--- config.mk ---
export PLATFORM = sky130hd
export DESIGN_NAME = modular_exponentiation_unit
export DESIGN_NICKNAME = d
export VERILOG_FILES = /design/src/mexp_pkg.sv /design/src/mexp_dp.sv /design/src/mexp_ctrl.sv /design/src/modular_exponentiation_unit.sv
export VERILOG_INCLUDE_DIRS = /design/src /design/src/src
export SDC_FILE = /design/constraint.sdc
export NUM_CORES = 1
export LEC_CHECK = 0
export BUFFER_PORTS_ARGS = -buffer_cell sky130_fd_sc_hd__buf_4
export CORE_MARGIN = 8
export CORE_UTILIZATION = 40
export DETAILED_ROUTE_END_ITERATION = 12
export GPL_ROUTABILITY_DRIVEN = 0
export PLACE_DENSITY_LB_ADDON = 0.3
export SYNTH_ARGS = -nofsm -noshare
export SYNTH_HDL_FRONTEND = slang
export SYNTH_SLANG_ARGS = --single-unit
--- constraint.sdc ---
create_clock -name clk_i -period 4.79 [get_ports clk_i]
set_input_delay 0.958 -clock clk_i [delete_from_list [all_inputs] [get_ports clk_i]]
set_output_delay 0.958 -clock clk_i [all_outputs]
set_load 0.05 [all_outputs]
--- src/modular_exponentiation_unit_defines.svh ---
// ----------------------------------------------------------------------------
// Modular exponentiation unit: assertion macros
// Shared property wrappers, clocked on clk_i and disabled during reset.
// ----------------------------------------------------------------------------
`ifndef MODULAR_EXPONENTIATION_UNIT_DEFINES_SVH
`define MODULAR_EXPONENTIATION_UNIT_DEFINES_SVH

// A property that must hold at every clock edge outside reset.
`define MEXP_ASSERT(lbl, prop, msg) \
  lbl: assert property (@(posedge clk_i) disable iff (!rst_ni) (prop)) else $error(msg);

// A condition in one cycle that implies another in the next cycle.
`define MEXP_ASSERT_NEXT(lbl, ante, cons, msg) \
  lbl: assert property (@(posedge clk_i) disable iff (!rst_ni) (ante) |=> (cons)) else $error(msg);

`endif

--- src/mexp_pkg.sv ---
// ----------------------------------------------------------------------------
// Modular exponentiation package
// Default width and the command and status bundles between the controller
// and the datapath.
// ----------------------------------------------------------------------------
package mexp_pkg;

  localparam int unsigned OperandWidth = 32;

  typedef struct packed {
    logic load_in;        // capture a new word and reset the accumulator
    logic reduce_step;    // one bit of base reduction
    logic mul_start_acc;  // begin accumulator times power
    logic mul_start_sqr;  // begin power squared
    logic mul_step;       // one bit of shift-and-add multiplication
    logic commit_acc;     // product into the accumulator
    logic commit_sqr;     // product into the power, exponent shifts right
    logic load_out;       // accumulator into the output register
  } mexp_cmd_t;

  typedef struct packed {
    logic exp_zero;
    logic exp_lsb;
  } mexp_status_t;

endpackage

--- src/mexp_dp.sv ---
// ----------------------------------------------------------------------------
// Modular exponentiation datapath
// Modulus register, base reduction by restoring remainder, and a shared
// shift-and-add modular multiplier with one operand bit per cycle.
// ----------------------------------------------------------------------------
module mexp_dp import mexp_pkg::*; #(
  parameter int unsigned OPERAND_WIDTH = OperandWidth
) (
  input  logic                     clk_i,
  input  logic                     rst_ni,
  input  logic                     modulus_we_i,
  input  logic [OPERAND_WIDTH-1:0] modulus_i,
  input  logic [OPERAND_WIDTH-1:0] base_value_i,
  input  logic [OPERAND_WIDTH-1:0] exponent_i,
  input  mexp_cmd_t                cmd_i,
  output mexp_status_t             status_o,
  output logic [OPERAND_WIDTH-1:0] power_result_o
);

  localparam int unsigned W = OPERAND_WIDTH;

  logic [W-1:0] mod_q,  mod_d;
  logic [W-1:0] base_q, base_d;
  logic [W-1:0] exp_q,  exp_d;
  logic [W-1:0] pow_q,  pow_d;
  logic [W-1:0] acc_q,  acc_d;
  logic [W-1:0] mul_a_q, mul_a_d;
  logic [W-1:0] mul_b_q, mul_b_d;
  logic [W-1:0] mul_p_q, mul_p_d;
  logic [W-1:0] out_q,  out_d;

  logic [W:0] rem_ext;
  logic [W:0] rem_sub;
  logic [W:0] sum_add;
  logic [W:0] sum_dbl;
  logic [W:0] mod_ext;

  always_ff @(posedge clk_i or negedge rst_ni) begin
    if (!rst_ni) begin
      mod_q <= W'(2);
    end else begin
      mod_q <= mod_d;
    end
  end

  always_ff @(posedge clk_i) begin
    base_q  <= base_d;
    exp_q   <= exp_d;
    pow_q   <= pow_d;
    acc_q   <= acc_d;
    mul_a_q <= mul_a_d;
    mul_b_q <= mul_b_d;
    mul_p_q <= mul_p_d;
    out_q   <= out_d;
  end

  always_comb begin
    mod_ext = {1'b0, mod_q};
    rem_ext = {pow_q, base_q[W-1]};
    rem_sub = rem_ext - mod_ext;
    // Both operands stay below the modulus, so one subtraction restores it.
    sum_add = {1'b0, mul_p_q} + {1'b0, mul_a_q};
    sum_dbl = {1'b0, mul_a_q} + {1'b0, mul_a_q};

    mod_d   = mod_q;
    base_d  = base_q;
    exp_d   = exp_q;
    pow_d   = pow_q;
    acc_d   = acc_q;
    mul_a_d = mul_a_q;
    mul_b_d = mul_b_q;
    mul_p_d = mul_p_q;
    out_d   = out_q;

    if (modulus_we_i) begin
      mod_d = (modulus_i < W'(2)) ? W'(2) : modulus_i;
    end

    if (cmd_i.load_in) begin
      base_d = base_value_i;
      exp_d  = exponent_i;
      pow_d  = '0;
      acc_d  = W'(1);
    end

    if (cmd_i.reduce_step) begin
      base_d = {base_q[W-2:0], 1'b0};
      pow_d  = (rem_ext >= mod_ext) ? rem_sub[W-1:0] : rem_ext[W-1:0];
    end

    if (cmd_i.mul_start_acc || cmd_i.mul_start_sqr) begin
      mul_a_d = pow_q;
      mul_b_d = cmd_i.mul_start_sqr ? pow_q : acc_q;
      mul_p_d = '0;
    end

    if (cmd_i.mul_step) begin
      if (mul_b_q[0]) begin
        mul_p_d = (sum_add >= mod_ext) ? W'(sum_add - mod_ext) : sum_add[W-1:0];
      end
      mul_a_d = (sum_dbl >= mod_ext) ? W'(sum_dbl - mod_ext) : sum_dbl[W-1:0];
      mul_b_d = {1'b0, mul_b_q[W-1:1]};
    end

    if (cmd_i.commit_acc) begin
      acc_d = mul_p_q;
    end

    if (cmd_i.commit_sqr) begin
      pow_d = mul_p_q;
      exp_d = {1'b0, exp_q[W-1:1]};
    end

    if (cmd_i.load_out) begin
      out_d = acc_q;
    end
  end

  assign status_o.exp_zero = (exp_q == '0);
  assign status_o.exp_lsb  = exp_q[0];
  assign power_result_o    = out_q;

endmodule

--- src/mexp_ctrl.sv ---
// ----------------------------------------------------------------------------
// Modular exponentiation controller
// Sequences reduction, the exponent bit walk and up to two multiplications
// per bit, and holds the output word until it is taken.
// ----------------------------------------------------------------------------
module mexp_ctrl import mexp_pkg::*; #(
  parameter int unsigned OPERAND_WIDTH = OperandWidth
) (
  input  logic         clk_i,
  input  logic         rst_ni,
  input  logic         in_valid_i,
  output logic         in_ready_o,
  output logic         out_valid_o,
  input  logic         out_ready_i,
  input  mexp_status_t status_i,
  output mexp_cmd_t    cmd_o
);

  localparam int unsigned CntW = $clog2(OPERAND_WIDTH);

  typedef enum logic [2:0] {
    StIdle,
    StReduce,
    StCheck,
    StMulAcc,
    StAccWb,
    StMulSqr,
    StSqrWb,
    StFinish
  } state_e;

  state_e          state_q, state_d;
  logic [CntW-1:0] cnt_q, cnt_d;
  logic            out_valid_q, out_valid_d;
  logic            out_free;

  assign out_free    = !out_valid_q || out_ready_i;
  assign in_ready_o  = (state_q == StIdle);
  assign out_valid_o = out_valid_q;

  always_comb begin
    state_d     = state_q;
    cnt_d       = cnt_q;
    out_valid_d = out_valid_q && !out_ready_i;
    cmd_o       = '0;

    case (state_q)
      StIdle: begin
        if (in_valid_i) begin
          cmd_o.load_in = 1'b1;
          cnt_d         = CntW'(OPERAND_WIDTH - 1);
          state_d       = StReduce;
        end
      end
      StReduce: begin
        cmd_o.reduce_step = 1'b1;
        cnt_d             = cnt_q - 1'b1;
        if (cnt_q == '0) begin
          state_d = StCheck;
        end
      end
      StCheck: begin
        cnt_d = CntW'(OPERAND_WIDTH - 1);
        if (status_i.exp_zero) begin
          state_d = StFinish;
        end else if (status_i.exp_lsb) begin
          cmd_o.mul_start_acc = 1'b1;
          state_d             = StMulAcc;
        end else begin
          cmd_o.mul_start_sqr = 1'b1;
          state_d             = StMulSqr;
        end
      end
      StMulAcc: begin
        cmd_o.mul_step = 1'b1;
        cnt_d          = cnt_q - 1'b1;
        if (cnt_q == '0) begin
          state_d = StAccWb;
        end
      end
      StAccWb: begin
        // The squaring reads the power, which the write-back leaves alone.
        cmd_o.commit_acc    = 1'b1;
        cmd_o.mul_start_sqr = 1'b1;
        cnt_d               = CntW'(OPERAND_WIDTH - 1);
        state_d             = StMulSqr;
      end
      StMulSqr: begin
        cmd_o.mul_step = 1'b1;
        cnt_d          = cnt_q - 1'b1;
        if (cnt_q == '0) begin
          state_d = StSqrWb;
        end
      end
      StSqrWb: begin
        cmd_o.commit_sqr = 1'b1;
        state_d          = StCheck;
      end
      StFinish: begin
        if (out_free) begin
          cmd_o.load_out = 1'b1;
          out_valid_d    = 1'b1;
          state_d        = StIdle;
        end
      end
      default: begin
        state_d = StIdle;
      end
    endcase
  end

  always_ff @(posedge clk_i or negedge rst_ni) begin
    if (!rst_ni) begin
      state_q     <= StIdle;
      cnt_q       <= '0;
      out_valid_q <= 1'b0;
    end else begin
      state_q     <= state_d;
      cnt_q       <= cnt_d;
      out_valid_q <= out_valid_d;
    end
  end

endmodule

--- src/modular_exponentiation_unit.sv ---
// ----------------------------------------------------------------------------
// Modular exponentiation unit
// Right-to-left binary square and multiply modulo a configured modulus.
//
//   Channel   Signals                               Direction
//   input     in_valid_i, in_ready_o,               in
//             base_value_i, exponent_i
//   output    out_valid_o, out_ready_i,             out
//             power_result_o
//   config    modulus_we_i, modulus_i               in
//
// A word is loaded and its base reduced bit by bit, then each exponent bit
// up to the highest set one runs a multiply into the accumulator when set
// and a squaring of the power in either case, both on the shared bit-serial
// modular multiplier, and a finish state writes the result out.
// Reset leaves the modulus at two and no word in flight.
// A new word is taken while the last result waits; only the finish stalls.
// ----------------------------------------------------------------------------
`include "modular_exponentiation_unit_defines.svh"

module modular_exponentiation_unit import mexp_pkg::*; #(
  parameter int unsigned OPERAND_WIDTH = OperandWidth
) (
  input  logic                     clk_i,
  input  logic                     rst_ni,
  input  logic                     modulus_we_i,
  input  logic [OPERAND_WIDTH-1:0] modulus_i,
  input  logic                     in_valid_i,
  output logic                     in_ready_o,
  input  logic [OPERAND_WIDTH-1:0] base_value_i,
  input  logic [OPERAND_WIDTH-1:0] exponent_i,
  output logic                     out_valid_o,
  input  logic                     out_ready_i,
  output logic [OPERAND_WIDTH-1:0] power_result_o
);

  mexp_cmd_t    cmd;
  mexp_status_t status;
  logic [3:0]   dp_ops;

  mexp_ctrl #(
    .OPERAND_WIDTH(OPERAND_WIDTH)
  ) u_ctrl (
    .clk_i      (clk_i),
    .rst_ni     (rst_ni),
    .in_valid_i (in_valid_i),
    .in_ready_o (in_ready_o),
    .out_valid_o(out_valid_o),
    .out_ready_i(out_ready_i),
    .status_i   (status),
    .cmd_o      (cmd)
  );

  mexp_dp #(
    .OPERAND_WIDTH(OPERAND_WIDTH)
  ) u_dp (
    .clk_i         (clk_i),
    .rst_ni        (rst_ni),
    .modulus_we_i  (modulus_we_i),
    .modulus_i     (modulus_i),
    .base_value_i  (base_value_i),
    .exponent_i    (exponent_i),
    .cmd_i         (cmd),
    .status_o      (status),
    .power_result_o(power_result_o)
  );

  assign dp_ops = {cmd.load_in, cmd.reduce_step, cmd.mul_step, cmd.load_out};

  // An accepted word keeps the unit busy for at least the next cycle.
  `MEXP_ASSERT_NEXT(a_busy_after_accept, in_valid_i && in_ready_o, !in_ready_o, "ready too soon")
  // The result is only written out once every exponent bit has been used.
  `MEXP_ASSERT(a_out_after_exp, !cmd.load_out || status.exp_zero, "result before exponent done")
  // Load, reduction, multiplication and output never overlap.
  `MEXP_ASSERT(a_cmd_exclusive, $onehot0(dp_ops), "overlapping datapath commands")

endmodule
Word-level counts from Yosys, hierarchy flattened
Index checks and enable logic that the tools add are counted.

word-level totals
  memory bits (read-only) = 0
  latch bits = 0
  bits of input ports = 101
  RAM bits = 0
  memories kept = 0
  register bits = 297

operators by class
  shifts and indexed selects = 0
  eq/ne operators = 12
  reduce and logical (&&, ||, !) cells = 19
  divide/modulo/power cells = 0
  mux-type cells = 46
  bitwise logic cells = 0
  order comparisons = 4
  multipliers = 0
  add/sub/neg operators = 6

operators by type and width
  cell                                                          number
  2-to-1 mux 32 bit                                             17
  2-to-1 mux 31 bit                                             4
  >= comparator 33 x 32 -> 1 bit                                3
  subtractor 32 bit                                             3
  adder 32 x 32 -> 33 bit                                       2
  zero test 32 bit                                              1
  less-than comparator 32 x 2 -> 1 bit (second input constant)  1
  one-hot mux 3 bit (8 select lines)                            1
  2-to-1 mux 3 bit                                              7
  one-hot mux 5 bit (3 select lines)                            1
  2-to-1 mux 1 bit                                              13
  equality test 3 bit (second input constant)                   4
  != test 2 x 1 -> 1 bit (second input constant)                4
  nonzero test 2 bit                                            4
  equality test 3 x 2 -> 1 bit (second input constant)          2
  nonzero test 3 bit                                            2
  zero test 5 bit                                               1
  2-to-1 mux 5 bit                                              1
  AND reduction 5 bit                                           1
  subtractor 5 x 1 -> 5 bit (second input constant)             1
  OR reduction 2 bit                                            2
  equality test 3 x 1 -> 1 bit (second input constant)          1
  zero test 3 bit                                               1
  OR reduction 3 bit                                            1
  7 further kinds                                               9

Logic depth before layout (Yosys ltp)
  depth in word-level cells = 7
  depth in mapped cells = 23
  depth with buffers taken out = 21

Modules after synthesis
Synthesis repeated with hierarchy kept, for this count alone.

unflattened totals
  cell total of the unflattened synthesis = 1991
  area, all modules = 19466.2 um^2

by module, submodules not included
  module     cells each  area an instance (um^2)  times used
  mexp_dp    1911        18836.8                  1
  mexp_ctrl  80          629.4                    1

Worst setup path after synthesis
OpenSTA, ideal clock, no wires.

  path type = reg-to-reg
  start point = reg u_dp.mul_a_q[0]
  end point = reg u_dp.mul_p_q[23]
  setup time = 0.060 ns
  path slack = 0.229 ns
  required time = 4.730 ns
  arrival time = 4.502 ns
  buffers on the path = 1
  stages on the path, launching flop included = 21
  cell sequence = edfxtp_1 > ha_1 > fa_1 > a211oi_1 > o211ai_1 > nand3_1 > a21oi_1 > a31oi_1 > o21bai_1 > a21oi_1 > xnor2_1 > ha_1 > a21o_1 > a21o_1 > a21oi_1 > o21ai_0 > a221oi_1 > o221ai_1 > buf_4 > nor2_1 > a221o_1

on the way
  word-level cells in the longest chain between the ends = 5
  elaborated cells on any way between the ends = 6
  classes of those cells = add/sub: 2; order compare: 1; mux: 3

RTL lines
  element                                                              line           RTL
  start, declared                                                      mexp_dp.sv:27  logic [W-1:0] mul_a_q, mul_a_d;
  start signal, assigned                                               mexp_dp.sv:51  mul_a_q <= mul_a_d;
  adder 32 x 32 -> 33 bit (*)                                          mexp_dp.sv:62  sum_add = {1'b0, mul_p_q} + {1'b0, mul_a_q};
  subtractor 32 bit or >= comparator 33 x 32 -> 1 bit (tied branches)  mexp_dp.sv:99  mul_p_d = (sum_add >= mod_ext) ? W'(sum_add - mod_ext) : sum_add[W-1:0];
  2-to-1 mux 32 bit (*)                                                mexp_dp.sv:99
  2-to-1 mux 32 bit (*)                                                mexp_dp.sv:98  if (mul_b_q[0]) begin
  2-to-1 mux 32 bit (*)                                                mexp_dp.sv:97  if (cmd_i.mul_step) begin
  named net u_dp.mul_p_d[23]                                           mexp_dp.sv:29  logic [W-1:0] mul_p_q, mul_p_d;
  end signal, assigned                                                 mexp_dp.sv:53  mul_p_q <= mul_p_d;
  end, declared                                                        mexp_dp.sv:29

The timed path passes the listed nets; every way through them passes the cells marked *.
A chain may end at the register's enable or synchronous reset.

Worst setup path in the final report
  start point = reg u_dp.mul_a_q[0]
  end point = reg u_dp.mul_p_q[30]

The elaborated chain is that of the path after synthesis.

==> key figures <==
CTS
  • H-tree levels: 2
  • CTS Hold Buffers Added: 0
  • TritonCTS buffer count: 37
  • CTS Buffer Depth: 3
  • CTS Sinks: 297
  • Clk root buf: clkbuf_16
  • Latest clock arrival within the worst-skew pair: 0.57 ns
  • Clock slew at reported path FFs: 0.06 ns
  • CTS tree: yes

Route
  • First-iteration detailed-routing DRC count: 1292
  • Final ANT Viol Nets: 0
  • Vias: 15490
  • Wire length on met1: 24.6 mm
  • Max layer used: met4
  • First-pass DRT Iterations: 7
  • Metal3 WL: 3.11 mm
  • DR WL/cell: 20.7 um
  • Met2 routed WL: 26.6 mm
  • Drt drc: 0
  • Number of vias per cell: 5.68
  • Drt total wl: 56.5 mm

Synthesis
  • Dominant cell by count in the synthesized netlist: edfxtp_1
  • Sequential share of the synthesized area: 44.3%
  • Post-synth top cells: edfxtp_1 (221), nand2_1 (219), o21ai_0 (188)
  • Syn Area/Cell: 10.1 um^2
  • Largest cells by area after synthesis: edfxtp_1 (35%), ha_1 (8.6%), dfrtp_1 (5.3%)
  • Mapped Area: 18900 um^2
  • Yosys cell types: 72
  • Synth top area share: 35.1%
  • Post-synth top area cell: edfxtp_1
  • Synth Flop Type: edfxtp_1
  • Warnings, synthesis: 0
  • Ys async rst share: 13.8%
  • Post-synth EDFFs: 221
  • Mapped Nets: 2108
  • Yosys reg bits: 297
  • Synth Instances: 1873

Setup path
  • Worst Setup SP: u_dp.mul_a_q[0]
  • WP data required: 5.20 ns
  • CP cell instances: ha_4 -> fa_2 -> a211oi_2 -> o211ai_1 -> nand2_1 -> nor2_1 -> nor2_2 -> buf_4 -> o21bai_1 -> a21oi_2 -> xnor2_2 -> ha_1 -> and2_4 -> nand3_4 -> or4_4 -> o41a_1 -> o21ai_2 -> a221oi_2 -> o221ai_4 -> buf_6 -> buf_4 -> mux2i_1 -> o21ai_0
  • WP buf/inv: 3
  • CP Data Arrival Time: 5.18 ns
  • Slowest CP cell: or4_4
  • CP Launch Type: flop
  • Crit path capture type: flop
  • Crit-path most repeated cell: buf_4
  • Critical R2R Launch: u_dp.mul_a_q[0]
  • Crit-path leading delay family: compound AO/OA/AOI/OAI gates
  • CP peak stage delay: 0.54 ns
  • Crit Path Class: flop to flop
  • Critical path peak fanout: 5

STA
  • Hold Vio Cnt, Final: 0
  • Fin Clk Skew: 0.0184 ns
  • Relative slew slack: 23.6%
  • Slew Limit Fails: 0
  • Fin crit share: 99.7%
  • Fmax: 209 MHz
  • Final setup vio count: 0
  • RSZ-0062 raised after global routing: yes
  • Min Tclk post-route: 4.78 ns
  • Worst slew pin tran: 1.14 ns
  • Final worst slack: 0.0141 ns

Finish
  • Syn-to-layout area delta: 21.7%
  • Final Cell Area: 23000 um^2
  • Layout cells sized above 1: 19.5%
  • Fillers: 4223
  • N_diodes: 0
  • Nets: 2328

Place
  • Placed Area: 21300 um^2
  • IO Port Bufs: 134
  • Detailed Place HPWL: 41.9 mm
  • Place WS: -0.475 ns

Global route
  • First-pass GRT wire length: 87.2 mm
  • Pin count of the biggest net entering global routing: 64
  • Initial antenna violation count: 0
  • Total Routing Usage GR: 20.3%
  • Vias in the first global route: 15539
  • Grt ovf: 0

Floorplan
  • Die width: 233 um
  • Core box area: 46600 um^2
  • Die ar.: 54400 um^2
  • Die Height: 233 um
  • Initial core utilization: 40.6%
  • Ports: 135
  • Total number of placement rows: 79

Worst hold path
  • Worst hold-check path type: input port to async pin

Outcome
  • Status: finished, final reports clean

Job
  • Maxcap violations: 0
## flip-flops by register name (all words and copies together) (netlist names)
| name | cells |
|---|---|
| u_ctrl.cnt_q | 5 |
| u_dp.mul_p_q | 32 |
| u_dp.exp_q | 32 |
| u_dp.mod_q | 32 |
| u_dp.acc_q | 32 |
| u_ctrl.state_q | 3 |
| u_dp.power_result_o | 32 |
| u_ctrl.out_valid_o | 1 |
| u_dp.mul_b_q | 32 |
| u_dp.mul_a_q | 32 |
| u_dp.pow_q | 32 |
| u_dp.base_q | 32 |
## cell type report
type	count	area, um^2	share of cell area [%]
Tap cell	607	759	3.30
Multi-Input combinational cell	1438	10200	44.6
Timing Repair Buffer	253	2010	8.74
Clock inverter	26	372	1.62
Sequential cell	297	8360	36.4
Inverter	66	248	1.08
Clock buffer	42	995	4.33
## worst register-to-register path, delay by kind of cell (launching register included)
| family | cells | cell delay (ns) |
|---|---|---|
| fa+ha+maj | 3 | 0.89 |
| xor+xnor | 1 | 0.10 |
| flops | 1 | 0.43 |
| buf+inv | 3 | 0.46 |
| compound gates | 9 | 1.40 |
| simple gates | 6 | 1.11 |
| mux | 1 | 0.22 |
## cell usage in the layout, fill, tap and decap left out, types with 17 or more instances in the layout
cell type,Yosys,layout
nand3_1,34,31
o21ai_0,188,166
a21o_1,66,66
mux2_2,32,32
nor4_1,17,17
o21ai_1,26,40
dfrtp_1,40,40
a21oi_1,119,113
ha_1,130,128
a22o_1,33,33
mux2i_1,96,96
nand4_1,19,19
nor2_1,65,60
xnor2_1,64,63
clkbuf_16,0,38
and2_1,44,42
inv_1,66,66
edfxtp_1,221,221
nand2_1,219,215
buf_4,1,244
dfxtp_1,35,35
xor2_1,49,48
## timing repair
action / 4_1_cts / 5_1_grt
cloned: 0 / 1
endpoints found under the setup margin: 32 / 33
resized for setup: 21 / 48
buffers inserted: 1 / 10
pin swaps: 8 / 21
## cells by family (layout without fill, tap and decap cells)
logic type / Yosys count / count (layout) / share of synthesized area, %
compound gates: 588 / 588 / 19.6
flops: 297 / 297 / 44.3
simple gates: 475 / 475 / 11.8
xor+xnor: 113 / 113 / 5.24
mux: 128 / 128 / 7.00
buf+inv: 138 / 387 / 3.09
fa+ha+maj: 134 / 134 / 9.04
## through the flow
step                hold WS, ns  std cells  utilization [%]  setup TNS, ns
floorplan                 0.426       1873                -              0
global placement          0.431       2649             45.7          -4.43
detailed placement        0.432       2649             45.7          -8.64
CTS                       0.413       2718             48.8              0
global route              0.448       2729             49.4          -3.59
finish                    0.417       2729             49.4              0
## routing by layer
layer / global-route usage, % / vias to the layer above
li1: - / 7458
met4: 8.52 / 0
met3: 3.19 / 119
met2: 33.5 / 443
met1: 26.1 / 7470
met5: 0 / -
## worst paths after layout
path | end | slack [ns] | depth (start not counted)
min | u_ctrl.out_valid_o | 0.42 | 1
max in group asynchronous | u_dp.mod_q[25] | 3.88 | 1
max | u_dp.mul_p_q[30] | 0.01 | 23
max reg2reg | u_dp.mul_p_q[30] | 0.01 | 23
min reg2reg | u_dp.power_result_o[22] | 0.45 | 0
min in group clk_i | u_dp.power_result_o[22] | 0.45 | 0
Power is not shown: default switching activity piles up to over one toggle a cycle in this logic, so the estimate is an artifact.
